--- src/hw/rtl/bba_pkg.sv ---
// Shared constants, codes, control structs and helper functions of the block allocator.
`default_nettype none

package bba_pkg;

   // Bitmap geometry: the used map is kept as rows of ROW_BITS bits.
   localparam int MAX_BLOCKS      = 256;
   localparam int ROW_BITS        = 16;
   localparam int ROWS            = MAX_BLOCKS / ROW_BITS;
   localparam int ROW_AW          = $clog2(ROWS);
   localparam int BIT_AW          = $clog2(ROW_BITS);
   localparam int BLK_AW          = ROW_AW + BIT_AW;
   localparam int CNT_W           = $clog2(MAX_BLOCKS + 1);

   // Request limits.
   localparam int MAX_PER_REQUEST = 16;
   localparam int GOT_W           = $clog2(MAX_PER_REQUEST + 1);
   localparam int MAX_BLOCK_BYTES = 64;

   // Field and register widths.
   localparam int SIZE_W          = 12;
   localparam int IDX_W           = 8;
   localparam int TOTAL_W         = 9;
   localparam int BS_W            = 7;
   localparam int NUM_W           = SIZE_W + 1;
   localparam int DIV_STEPS       = NUM_W;
   localparam int DIV_CNT_W       = $clog2(DIV_STEPS);
   localparam int CSR_DATA_W      = 9;

   // Register defaults and the values that a zero setting stands for.
   localparam logic [TOTAL_W-1:0] TOTAL_RESET   = TOTAL_W'(16);
   localparam logic [TOTAL_W-1:0] TOTAL_ZERO_AS = TOTAL_W'(16);
   localparam logic [BS_W-1:0]    BS_RESET      = BS_W'(32);
   localparam logic [BS_W-1:0]    BS_ZERO_AS    = BS_W'(32);

   // Stream packing.
   localparam int REQ_TDATA_W = 24;
   localparam int RSP_TDATA_W = 24;

   typedef enum logic [1:0] {
      ST_OK       = 2'd0,
      ST_NO_SPACE = 2'd1,
      ST_ZERO     = 2'd2,
      ST_RANGE    = 2'd3
   } rsp_status_type;

   typedef enum logic {
      CSR_TOTAL_BLOCKS = 1'b0,
      CSR_BLOCK_SIZE   = 1'b1
   } csr_index_type;

   typedef enum logic {
      ACT_ALLOC = 1'b0,
      ACT_FREE  = 1'b1
   } action_type;

   // Commands from the controller to the datapath.
   typedef struct packed {
      logic           accept;     // latch the request beat, start the divider
      logic           cnt_step;   // read row at pointer for counting, advance pointer
      logic           ptr_clear;
      logic           ptr_inc;
      logic           rd_ptr;     // read row at pointer
      logic           rd_idx;     // read row that holds the block to release
      logic           free_wr;    // write back that row with the block cleared
      logic           set_free;   // free count = total - used
      logic           take_need;  // free count = total - used - need
      logic           work_load;
      logic           work_wr;
      logic           claim;      // take lowest free block of the work row, send it
      logic           emit;       // send a single closing result
      rsp_status_type emit_status;
   } bba_cmd_type;

   // Status from the datapath to the controller.
   typedef struct packed {
      logic is_free;
      logic size_zero;
      logic idx_oob;
      logic no_space;
      logic div_done;
      logic ptr_last;
      logic work_has_free;
      logic got_done;
      logic out_ready;
   } bba_stat_type;

   // Bits of a row whose block number lies below the block count.
   function automatic logic [ROW_BITS-1:0] row_mask(input logic [ROW_AW-1:0] row,
                                                    input logic [CNT_W-1:0]  total);
      logic [ROW_BITS-1:0] mask;
      logic [CNT_W-1:0]    blk;
      mask = '0;
      for (int j = 0; j < ROW_BITS; j++) begin
         blk     = CNT_W'({row, BIT_AW'(j)});
         mask[j] = (blk < total);
      end
      return mask;
   endfunction

   // Number of set bits in a row.
   function automatic logic [BIT_AW:0] row_popcount(input logic [ROW_BITS-1:0] v);
      logic [BIT_AW:0] sum;
      sum = '0;
      for (int j = 0; j < ROW_BITS; j++) begin
         sum = sum + (BIT_AW+1)'(v[j]);
      end
      return sum;
   endfunction

   // Position of the lowest set bit of a row.
   function automatic logic [BIT_AW-1:0] row_lowest(input logic [ROW_BITS-1:0] v);
      logic [BIT_AW-1:0] pos;
      pos = '0;
      for (int j = ROW_BITS - 1; j >= 0; j--) begin
         if (v[j]) begin
            pos = BIT_AW'(j);
         end
      end
      return pos;
   endfunction

endpackage

`default_nettype wire

--- src/hw/rtl/bba_div.sv ---
// Restoring divider, one quotient bit per cycle, for the block count of a request.
`default_nettype none

module bba_div
   import bba_pkg::*;
(
   input  wire logic             clock,
   input  wire logic             reset,
   input  wire logic             start,
   input  wire logic [NUM_W-1:0] numer,
   input  wire logic [BS_W-1:0]  denom,
   output logic      [NUM_W-1:0] quotient,
   output logic                  done
);

   logic [NUM_W-1:0]     quo_ff, quo_in;
   logic [BS_W-1:0]      rem_ff, rem_in;
   logic [BS_W-1:0]      den_ff;
   logic [DIV_CNT_W-1:0] cnt_ff, cnt_in;
   logic                 busy_ff, busy_in;
   logic                 done_ff, done_in;
   logic [BS_W:0]        trial;
   logic                 fits;

   // One restoring step: bring down the next numerator bit and try a subtract.
   always_comb begin
      trial   = {rem_ff, quo_ff[NUM_W-1]};
      fits    = (trial >= {1'b0, den_ff});
      quo_in  = quo_ff;
      rem_in  = rem_ff;
      cnt_in  = cnt_ff;
      busy_in = busy_ff;
      done_in = done_ff;
      if (start) begin
         quo_in  = numer;
         rem_in  = '0;
         cnt_in  = DIV_CNT_W'(DIV_STEPS - 1);
         busy_in = 1'b1;
         done_in = 1'b0;
      end else if (busy_ff) begin
         quo_in = {quo_ff[NUM_W-2:0], fits};
         rem_in = fits ? BS_W'(trial - {1'b0, den_ff}) : trial[BS_W-1:0];
         cnt_in = cnt_ff - 1'b1;
         if (cnt_ff == '0) begin
            busy_in = 1'b0;
            done_in = 1'b1;
         end
      end
   end

   // Control flags.
   always_ff @(posedge clock) begin
      if (reset) begin
         busy_ff <= 1'b0;
         done_ff <= 1'b0;
      end else begin
         busy_ff <= busy_in;
         done_ff <= done_in;
      end
   end

   // Working registers.
   always_ff @(posedge clock) begin
      quo_ff <= quo_in;
      rem_ff <= rem_in;
      cnt_ff <= cnt_in;
      if (start) begin
         den_ff <= denom;
      end
   end

   assign quotient = quo_ff;
   assign done     = done_ff;

endmodule

`default_nettype wire

--- src/hw/rtl/bba_dp.sv ---
// Datapath: settings, used-map row memory, counters, divider and result register.
`default_nettype none

module bba_dp
   import bba_pkg::*;
(
   input  wire logic                  clock,
   input  wire logic                  reset,
   input  wire bba_cmd_type           cmd,
   output bba_stat_type               stat,
   input  wire logic                  in_action,
   input  wire logic [SIZE_W-1:0]     in_byte_size,
   input  wire logic [IDX_W-1:0]      in_block_index,
   input  wire logic                  csr_valid,
   input  wire logic                  csr_index,
   input  wire logic [CSR_DATA_W-1:0] csr_data,
   input  wire logic                  rsp_tready,
   output logic                       rsp_tvalid,
   output logic [IDX_W-1:0]           out_granted_block,
   output rsp_status_type             out_status,
   output logic                       out_last,
   output logic [CNT_W-1:0]           out_free_blocks
);

   // Settings and their effective values.
   logic [TOTAL_W-1:0] total_ff;
   logic [BS_W-1:0]    bs_ff;
   logic [CNT_W-1:0]   t_eff;
   logic [BS_W-1:0]    bs_eff;

   // Latched request beat.
   logic               act_ff;
   logic [SIZE_W-1:0]  size_ff;
   logic [IDX_W-1:0]   idx_ff;

   // Row memory with one valid bit per row; an unwritten row reads as all free.
   logic [ROW_BITS-1:0] map_mem [ROWS];
   logic [ROWS-1:0]     row_vld_ff;
   logic [ROW_BITS-1:0] rd_data_ff;
   logic                rd_ok_ff;
   logic [ROW_BITS-1:0] rd_eff;
   logic                rd_en;
   logic [ROW_AW-1:0]   rd_addr;
   logic                wr_en;
   logic [ROW_AW-1:0]   wr_addr;
   logic [ROW_BITS-1:0] wr_data;

   // Counting and allocation state.
   logic [ROW_AW-1:0]   ptr_ff;
   logic                cnt_tag_ff;
   logic [ROW_AW-1:0]   rd_row_ff;
   logic [CNT_W-1:0]    used_ff;
   logic [CNT_W-1:0]    free_ff;
   logic [CNT_W-1:0]    free_now;
   logic [ROW_BITS-1:0] work_ff;
   logic [ROW_BITS-1:0] work_avail;
   logic [BIT_AW-1:0]   pick;
   logic [GOT_W-1:0]    got_ff;
   logic [GOT_W-1:0]    need_small;
   logic [CNT_W-1:0]    t_m1;
   logic [ROW_AW-1:0]   last_row;
   logic                idx_bit;

   // Divider.
   logic [NUM_W-1:0]    numer;
   logic [NUM_W-1:0]    need;
   logic                div_done;

   // Result register.
   logic                rsp_valid_ff;
   logic [IDX_W-1:0]    granted_ff;
   rsp_status_type      status_ff;
   logic                last_ff;
   logic [CNT_W-1:0]    free_out_ff;
   logic                out_ready;

   // Effective settings: zero takes the default, large values are capped.
   always_comb begin
      if (total_ff == '0) begin
         t_eff = CNT_W'(TOTAL_ZERO_AS);
      end else if (CNT_W'(total_ff) > CNT_W'(MAX_BLOCKS)) begin
         t_eff = CNT_W'(MAX_BLOCKS);
      end else begin
         t_eff = CNT_W'(total_ff);
      end
      if (bs_ff == '0) begin
         bs_eff = BS_ZERO_AS;
      end else if (bs_ff > BS_W'(MAX_BLOCK_BYTES)) begin
         bs_eff = BS_W'(MAX_BLOCK_BYTES);
      end else begin
         bs_eff = bs_ff;
      end
   end

   // Settings registers.
   always_ff @(posedge clock) begin
      if (reset) begin
         total_ff <= TOTAL_RESET;
         bs_ff    <= BS_RESET;
      end else if (csr_valid) begin
         case (csr_index)
            CSR_TOTAL_BLOCKS: total_ff <= csr_data[TOTAL_W-1:0];
            CSR_BLOCK_SIZE:   bs_ff    <= csr_data[BS_W-1:0];
            default:          total_ff <= total_ff;
         endcase
      end
   end

   // Block count of a request: ceil(size / block size).
   assign numer = NUM_W'(in_byte_size) + NUM_W'(bs_eff) - NUM_W'(1);

   bba_div u_div (
      .clock    (clock),
      .reset    (reset),
      .start    (cmd.accept),
      .numer    (numer),
      .denom    (bs_eff),
      .quotient (need),
      .done     (div_done)
   );

   // Request beat capture.
   always_ff @(posedge clock) begin
      if (cmd.accept) begin
         act_ff  <= in_action;
         size_ff <= in_byte_size;
         idx_ff  <= in_block_index;
      end
   end

   // Memory addressing and write data.
   assign rd_en   = cmd.cnt_step | cmd.rd_ptr | cmd.rd_idx;
   assign rd_addr = cmd.rd_idx ? idx_ff[IDX_W-1:BIT_AW] : ptr_ff;
   assign rd_eff  = rd_ok_ff ? rd_data_ff : '0;
   assign idx_bit = rd_eff[idx_ff[BIT_AW-1:0]];

   always_comb begin
      wr_en   = cmd.free_wr | cmd.work_wr;
      wr_addr = ptr_ff;
      wr_data = work_ff;
      if (cmd.free_wr) begin
         wr_addr = idx_ff[IDX_W-1:BIT_AW];
         wr_data = rd_eff;
         wr_data[idx_ff[BIT_AW-1:0]] = 1'b0;
      end
   end

   // Row memory, registered read.
   always_ff @(posedge clock) begin
      if (wr_en) begin
         map_mem[wr_addr] <= wr_data;
      end
      if (rd_en) begin
         rd_data_ff <= map_mem[rd_addr];
      end
   end

   // Row valid bits; reset marks every row as all free.
   always_ff @(posedge clock) begin
      if (reset) begin
         row_vld_ff <= '0;
         rd_ok_ff   <= 1'b0;
      end else begin
         if (wr_en) begin
            row_vld_ff[wr_addr] <= 1'b1;
         end
         if (rd_en) begin
            rd_ok_ff <= row_vld_ff[rd_addr];
         end
      end
   end

   // Counters: row pointer, used count, free count, blocks granted.
   assign free_now   = t_eff - used_ff;
   assign work_avail = ~work_ff & row_mask(ptr_ff, t_eff);
   assign pick       = row_lowest(work_avail);
   assign need_small = need[GOT_W-1:0];

   always_ff @(posedge clock) begin
      if (reset) begin
         cnt_tag_ff <= 1'b0;
      end else begin
         cnt_tag_ff <= cmd.cnt_step;
      end
   end

   always_ff @(posedge clock) begin
      if (cmd.cnt_step) begin
         rd_row_ff <= ptr_ff;
      end
      if (cmd.accept || cmd.ptr_clear) begin
         ptr_ff <= '0;
      end else if (cmd.cnt_step || cmd.ptr_inc) begin
         ptr_ff <= ptr_ff + 1'b1;
      end
      if (cmd.accept) begin
         used_ff <= '0;
      end else if (cnt_tag_ff) begin
         used_ff <= used_ff + CNT_W'(row_popcount(rd_eff & row_mask(rd_row_ff, t_eff)));
      end
      if (cmd.take_need) begin
         free_ff <= free_now - CNT_W'(need_small);
      end else if (cmd.set_free) begin
         free_ff <= free_now;
      end else if (cmd.free_wr && idx_bit) begin
         free_ff <= free_ff + 1'b1;
      end
      if (cmd.accept) begin
         got_ff <= '0;
      end else if (cmd.claim) begin
         got_ff <= got_ff + 1'b1;
      end
      if (cmd.work_load) begin
         work_ff <= rd_eff;
      end else if (cmd.claim) begin
         work_ff[pick] <= 1'b1;
      end
   end

   // Result register; it loads whenever it is empty or being drained.
   assign out_ready = ~rsp_valid_ff | rsp_tready;

   always_ff @(posedge clock) begin
      if (reset) begin
         rsp_valid_ff <= 1'b0;
      end else if (cmd.claim || cmd.emit) begin
         rsp_valid_ff <= 1'b1;
      end else if (rsp_tready) begin
         rsp_valid_ff <= 1'b0;
      end
   end

   always_ff @(posedge clock) begin
      if (cmd.claim) begin
         granted_ff  <= IDX_W'({ptr_ff, pick});
         status_ff   <= ST_OK;
         last_ff     <= (GOT_W'(got_ff + 1'b1) == need_small);
         free_out_ff <= free_ff;
      end else if (cmd.emit) begin
         granted_ff  <= '0;
         status_ff   <= cmd.emit_status;
         last_ff     <= 1'b1;
         free_out_ff <= free_ff;
      end
   end

   // Status toward the controller.
   assign t_m1     = t_eff - 1'b1;
   assign last_row = t_m1[BLK_AW-1:BIT_AW];

   always_comb begin
      stat.is_free       = (act_ff == ACT_FREE);
      stat.size_zero     = (size_ff == '0);
      stat.idx_oob       = (CNT_W'(idx_ff) >= t_eff);
      stat.no_space      = (need > NUM_W'(MAX_PER_REQUEST)) || (need > NUM_W'(free_now));
      stat.div_done      = div_done;
      stat.ptr_last      = (ptr_ff == last_row);
      stat.work_has_free = |work_avail;
      stat.got_done      = (got_ff == need_small);
      stat.out_ready     = out_ready;
   end

   assign rsp_tvalid        = rsp_valid_ff;
   assign out_granted_block = granted_ff;
   assign out_status        = status_ff;
   assign out_last          = last_ff;
   assign out_free_blocks   = free_out_ff;

endmodule

`default_nettype wire

--- src/hw/rtl/bba_ctrl.sv ---
// Controller state machine that sequences counting, releasing and allocating.
`default_nettype none

module bba_ctrl
   import bba_pkg::*;
(
   input  wire logic         clock,
   input  wire logic         reset,
   input  wire logic         req_tvalid,
   output logic              req_tready,
   input  wire bba_stat_type stat,
   output bba_cmd_type       cmd
);

   typedef enum logic [3:0] {
      S_IDLE,
      S_CNT,
      S_CNT_END,
      S_DECIDE,
      S_FR_RD,
      S_FR_WR,
      S_AL_RD,
      S_AL_LOAD,
      S_AL_PICK,
      S_EMIT
   } state_type;

   state_type      state_ff, state_in;
   rsp_status_type status_ff, status_in;

   // Next state and commands.
   always_comb begin
      state_in        = state_ff;
      status_in       = status_ff;
      cmd             = '0;
      cmd.emit_status = status_ff;
      req_tready      = (state_ff == S_IDLE);
      case (state_ff)
         S_IDLE: begin
            if (req_tvalid) begin
               cmd.accept = 1'b1;
               state_in   = S_CNT;
            end
         end
         // Sweep the rows in range and add up the used blocks.
         S_CNT: begin
            cmd.cnt_step = 1'b1;
            if (stat.ptr_last) begin
               state_in = S_CNT_END;
            end
         end
         S_CNT_END: begin
            state_in = S_DECIDE;
         end
         S_DECIDE: begin
            cmd.set_free = 1'b1;
            if (stat.is_free) begin
               if (stat.idx_oob) begin
                  status_in = ST_RANGE;
                  state_in  = S_EMIT;
               end else begin
                  state_in  = S_FR_RD;
               end
            end else if (stat.size_zero) begin
               status_in = ST_ZERO;
               state_in  = S_EMIT;
            end else if (stat.div_done) begin
               if (stat.no_space) begin
                  status_in = ST_NO_SPACE;
                  state_in  = S_EMIT;
               end else begin
                  cmd.set_free  = 1'b0;
                  cmd.take_need = 1'b1;
                  cmd.ptr_clear = 1'b1;
                  state_in      = S_AL_RD;
               end
            end
         end
         // Release one block.
         S_FR_RD: begin
            cmd.rd_idx = 1'b1;
            state_in   = S_FR_WR;
         end
         S_FR_WR: begin
            cmd.free_wr = 1'b1;
            status_in   = ST_OK;
            state_in    = S_EMIT;
         end
         // First-fit scan: load a row, hand out its free blocks, write it back.
         S_AL_RD: begin
            cmd.rd_ptr = 1'b1;
            state_in   = S_AL_LOAD;
         end
         S_AL_LOAD: begin
            cmd.work_load = 1'b1;
            state_in      = S_AL_PICK;
         end
         S_AL_PICK: begin
            if (stat.got_done) begin
               cmd.work_wr = 1'b1;
               state_in    = S_IDLE;
            end else if (stat.work_has_free) begin
               cmd.claim = stat.out_ready;
            end else begin
               cmd.work_wr = 1'b1;
               cmd.ptr_inc = 1'b1;
               state_in    = S_AL_RD;
            end
         end
         // Single closing result.
         S_EMIT: begin
            if (stat.out_ready) begin
               cmd.emit = 1'b1;
               state_in = S_IDLE;
            end
         end
         default: begin
            state_in = S_IDLE;
         end
      endcase
   end

   // State and registered status code.
   always_ff @(posedge clock) begin
      if (reset) begin
         state_ff  <= S_IDLE;
         status_ff <= ST_OK;
      end else begin
         state_ff  <= state_in;
         status_ff <= status_in;
      end
   end

endmodule

`default_nettype wire

--- src/hw/rtl/bitmap_block_allocator.sv ---
// Top level of the first-fit bitmap block allocator.
//
// The req channel takes one beat per request: tuser is the action (allocate or
// free one block), tdata carries the byte size and the block index. The rsp
// channel returns one beat per granted block for an allocation, with tlast on
// the final one, and a single beat with tlast for every other outcome. Each
// result also reports the free block count after the request. The csr channel
// sets the block count and the block size; write it only while idle.
// A request is taken only when the previous one is finished. Every request
// first counts the used blocks of the rows in use, ceil(total/16) rows of
// 16 blocks, one row per cycle. A free then reads the row of its block and
// writes it back with the block cleared; an out-of-range index or a zero
// size goes straight to its result. An allocation decides once the divider
// is done: a refusal for space then sends its result, and a grant scans the
// rows in turn: it reads and loads each row, hands out its free blocks and
// writes the row back before it moves on to the next one.
// Reset clears the whole map at once (every block free) and restores the
// default settings of 16 blocks of 32 bytes. A result waits in the output
// register while rsp_tready is low; the scan holds until the register drains.
`default_nettype none

module bitmap_block_allocator
   import bba_pkg::*;
(
   input  wire logic                   clock,
   input  wire logic                   reset,
   // Request beats.
   input  wire logic                   req_tvalid,
   output logic                        req_tready,
   input  wire logic [REQ_TDATA_W-1:0] req_tdata,  // byte_size[11:0], block_index[19:12]
   input  wire logic                   req_tuser,  // action[0]
   // Result beats.
   output logic                        rsp_tvalid,
   input  wire logic                   rsp_tready,
   output logic [RSP_TDATA_W-1:0]      rsp_tdata,  // granted_block[7:0], free_blocks[16:8]
   output logic [1:0]                  rsp_tuser,  // status[1:0]
   output logic                        rsp_tlast,
   // Settings writes.
   input  wire logic                   csr_valid,
   output logic                        csr_ready,
   input  wire logic                   csr_index,
   input  wire logic [CSR_DATA_W-1:0]  csr_data
);

   bba_cmd_type    cmd;
   bba_stat_type   stat;
   logic [IDX_W-1:0] granted_block;
   rsp_status_type status;
   logic [CNT_W-1:0] free_blocks;

   assign csr_ready = 1'b1;

   bba_ctrl u_ctrl (
      .clock      (clock),
      .reset      (reset),
      .req_tvalid (req_tvalid),
      .req_tready (req_tready),
      .stat       (stat),
      .cmd        (cmd)
   );

   bba_dp u_dp (
      .clock             (clock),
      .reset             (reset),
      .cmd               (cmd),
      .stat              (stat),
      .in_action         (req_tuser),
      .in_byte_size      (req_tdata[SIZE_W-1:0]),
      .in_block_index    (req_tdata[SIZE_W+IDX_W-1:SIZE_W]),
      .csr_valid         (csr_valid),
      .csr_index         (csr_index),
      .csr_data          (csr_data),
      .rsp_tready        (rsp_tready),
      .rsp_tvalid        (rsp_tvalid),
      .out_granted_block (granted_block),
      .out_status        (status),
      .out_last          (rsp_tlast),
      .out_free_blocks   (free_blocks)
   );

   // Result packing, padded with zeros to whole bytes.
   assign rsp_tdata = RSP_TDATA_W'({free_blocks, granted_block});
   assign rsp_tuser = status;

endmodule

`default_nettype wire

--- config.mk ---
export PLATFORM = sky130hd
export DESIGN_NAME = bitmap_block_allocator
export DESIGN_NICKNAME = d
export VERILOG_FILES = /design/src/hw/rtl/bba_pkg.sv /design/src/hw/rtl/bba_div.sv /design/src/hw/rtl/bba_dp.sv /design/src/hw/rtl/bba_ctrl.sv /design/src/hw/rtl/bitmap_block_allocator.sv
export SDC_FILE = /design/constraint.sdc
export NUM_CORES = 1
export LEC_CHECK = 0
export BUFFER_PORTS_ARGS = -buffer_cell sky130_fd_sc_hd__buf_2
export CORE_MARGIN = 10
export CORE_UTILIZATION = 60
export CTS_CLUSTER_DIAMETER = 50
export DETAILED_ROUTE_END_ITERATION = 7
export PLACE_DENSITY = 0.78
export SKIP_LAST_GASP = 1
export SYNTH_ARGS = -nofsm -noshare
export SYNTH_HDL_FRONTEND = slang
export SYNTH_SLANG_ARGS = --single-unit
--- constraint.sdc ---
create_clock -name clock -period 11.53 [get_ports clock]
set_clock_uncertainty 0.2 [all_clocks]
set_input_delay 1.7295 -clock clock [delete_from_list [all_inputs] [get_ports clock]]
set_output_delay 1.7295 -clock clock [all_outputs]
set_load 0.005 [all_outputs]
==> out/results.tsv <==
metric	value	unit
TNS Setup	0	ns
GP Congestion	0.9174	
# rows	69	
Starting DRT DRC Count	1321	
Synth Cell Area	21530	um^2
Pre-antenna DRT Iters	5	
placed insts	2204	
worst reg2reg path depth	25	
share of layout cells above drive strength 1	0.1618	
Hold/Removal Path Class	reg2reg	
Final HPWL DP	35500	um
switch share	0.3379	
number of buffers added on ports	57	
NetSw	1.774	mW
Tightest Pin Transition	1.339	ns
post-synthesis instance total	1720	
setup slack at placement	3.638	ns
Worst-Skew Late Latency	0.60	ns
Die X	209.4	um
final setup fails	0	
post-cts sizing count	0	
CP Data Required Time	11.79	ns
#FFs+latches synth	434	
clock group share of total power	0.280	
FILL cells	2459	
post-synthesis async set-or-reset flop share	0	
WHS Path Cells	1	
Total Wirelength	53400	um
leakage	8.712	nW
max cap viols	0	
Post-Syn Area per Cell	12.52	um^2
CP Launch Type	register	
Flop pwr share	0.415	
area of the multi-input gates	8531	um^2
EDFF count, synth	360	
root buf cell	clkbuf_16	
Max-slew headroom	0.1021	
critical path class	reg2reg	
Max VDD drop	0.2389	mV
Fin. Hold Viols	0	
distinct cell type count after synthesis	89	
FF/Latch Area	12290	um^2
shortest period the worst path allows	8.141	ns
io pins	70	
core area	35480	um^2
GRT Residual Overflow	0	
# DRC	0	
# diodes	0	
Hold Buf Count CTS	0	
Synth Flop Type	edfxtp_1	
crit-path max FO	21	
Slew Limit Fails	0	
Tcrit/Tclk final	0.7061	
max frequency	122.8	MHz
CP endpoint kind	register	
clk buf depth	3	
CTS tree	yes	
yosys warns	0	
power density cells	219.3	nW/um^2
Clock Sinks	434	
internal power	3.475	mW
Via Count	14760	
Combinational Power Share	0.305	
Setup Fix Bufs, Post-CTS	0	
area delta synth->final	11.18	%
Die H	209.4	um
first-pass GRT wire length	83420	um
Worst Slack Setup Final	3.389	ns
H-tree depth	2	
CTS clk-pin slew, worst paths	0.06	ns
nets	1926	
Num CTS Buffers	47	
total power	5.249	mW
Initial Utilization	0.6068	
register area share after synthesis	0.5709	
vias per cell	6.445	
full die area	43860	um^2
largest net degree at the start of global routing	48	
WL/cell	23.32	um
antenna-violating nets left	0	
RSZ-0062 raised after global routing	no	
initial antenna violation count	2	
vias in the first global route	14660	
final hold slack	0.2628	ns
gr usage total	0.2418	
status	complete, no violations	
Critical Path AT	8.40	ns
Layout Cells excl Fill	2290	
-- layer usage --
metal  up-vias  wire length (um)  track usage
li1       6597                 -            -
met1      7329             20720       0.3047
met2       698             26680       0.4063
met3       130              3913      0.03875
met4         4              2047       0.1054
met5         -                33            0
-- synth_stat cells (10+ instances only) --
master	instances	area, um^2
edfxtp_1	360	10810
nand2_1	181	679.4
inv_1	111	416.7
nor2_1	110	412.9
ha_1	79	988.5
dfxtp_1	74	1481
mux4_2	73	1644
a21oi_1	70	350.3
clkbuf_1	56	210.2
o21ai_0	51	255.2
nand3_1	46	230.2
xnor2_1	37	324.1
a31oi_1	34	212.7
nor3_1	32	160.2
a211oi_1	29	217.7
o31ai_1	24	180.2
nand2b_1	21	131.4
and2_1	18	112.6
o2bb2ai_1	17	148.9
mux2i_1	16	160.2
or3_1	16	100.1
xor2_1	16	140.1
fa_1	15	300.3
nor2b_1	15	93.84
a21o_1	13	97.59
o211ai_1	13	97.59
or2_2	13	81.33
nor4_1	12	75.07
o21a_1	12	90.09
buf_2	11	55.05
nand4_1	10	62.56
-- critical path, cell delays in order (launching register included) --
cell and delay [ns]:
dfxtp_1 0.86, inv_1 0.47, nand2_1 0.32, ha_1 0.28
a21o_1 0.17, and2_1 0.17, a21oi_1 0.36, nand2_1 0.28
nand2_1 0.15, nand4_1 0.15, fa_1 0.62, fa_1 0.44
fa_1 0.52, fa_1 0.51, fa_1 0.44, inv_1 0.10
fa_1 0.44, ha_1 0.29, a21o_1 0.18, a21oi_1 0.21
nor2b_1 0.07, o21a_1 0.16, o21ai_0 0.30, nor3_1 0.10
xnor2_1 0.15, nor2_1 0.06
-- placed cells by master, fill, tap and decap left out, types with 21 or more instances in the layout --
master,instances
a211oi_1,29
a21oi_1,69
clkbuf_16,50
inv_1,110
dfxtp_1,74
o21ai_0,50
nor3_1,32
edfxtp_1,360
o31ai_1,23
xnor2_1,37
buf_2,57
nor2_1,110
nand2_1,181
ha_1,79
a31oi_1,34
mux4_2,73
nand2b_1,21
nand3_1,46
buf_4,43
-- metrics by stage --
| step | util | cell area [um^2] |
|---|---|---|
| 2_1_floorplan | - | 21550 |
| 4_1_cts | 0.6747 | 23940 |
| 3_3_place_gp | 0.6321 | 22430 |
| 5_1_grt | 0.6747 | 23940 |
| 3_5_place_dp | 0.6321 | 22430 |
| 6_report | 0.6747 | 23940 |
-- cell type report --
type,count,share of cell area
Tap cell,461,0.02409
Timing Repair Buffer,100,0.02540
Multi-Input combinational cell,1097,0.3563
Sequential cell,434,0.5135
Inverter,112,0.01756
Clock buffer,61,0.05441
Clock inverter,25,0.008728
-- power by group through the flow --
stage	logic (mW)	clock network, mW	registers [mW]
floorplan	1.21	0	2.12
global placement	1.53	0	2.20
detailed placement	1.58	0	2.20
CTS	1.59	1.49	2.17
global route	1.77	1.55	2.20
finish	1.60	1.47	2.18
-- sequential cells by signal (all words and copies together), names as in the netlist, 2 cells and up --
register,flops
u_dp.map_mem,256
u_dp.rd_data_ff,16
u_dp.row_vld_ff,16
u_dp.work_ff,16
u_dp.u_div.quotient,13
u_dp.size_ff,12
u_dp.free_ff,9
u_dp.out_free_blocks,9
u_dp.total_ff,9
u_dp.used_ff,9
u_dp.idx_ff,8
u_dp.out_granted_block,8
u_dp.bs_ff,7
u_dp.u_div.den_ff,7
u_dp.u_div.rem_ff,7
u_dp.got_ff,5
u_ctrl.state_ff,4
u_dp.ptr_ff,4
u_dp.rd_row_ff,4
u_dp.u_div.cnt_ff,4
u_ctrl.status_ff,2
u_dp.out_status,2
-- kinds of logic (layout without fill, tap and decap cells) --
logic type | count (synthesis) | in the layout | synth area share
AO/OA/AOI/OAI | 335 | 335 | 0.1092
buffers and inverters | 195 | 298 | 0.03690
other | 2 | 8 | 0.0003488
AND/OR/NAND/NOR | 517 | 517 | 0.1170
multiplexers | 89 | 89 | 0.08379
adder cells (fa/ha/maj) | 95 | 95 | 0.06032
XOR/XNOR | 53 | 53 | 0.02156
flip-flops | 434 | 434 | 0.5709
-- worst paths after layout --
check                      startpoint                   to  slack (ns)
hold / removal    u_dp.row_vld_ff[12]  u_dp.row_vld_ff[12]        0.26
setup reg to reg     u_dp.total_ff[8]      u_dp.used_ff[7]        3.39
setup / recovery     u_dp.total_ff[8]      u_dp.used_ff[7]        3.39
hold reg to reg   u_dp.row_vld_ff[12]  u_dp.row_vld_ff[12]        0.26
(Power assumes the default switching activity.)
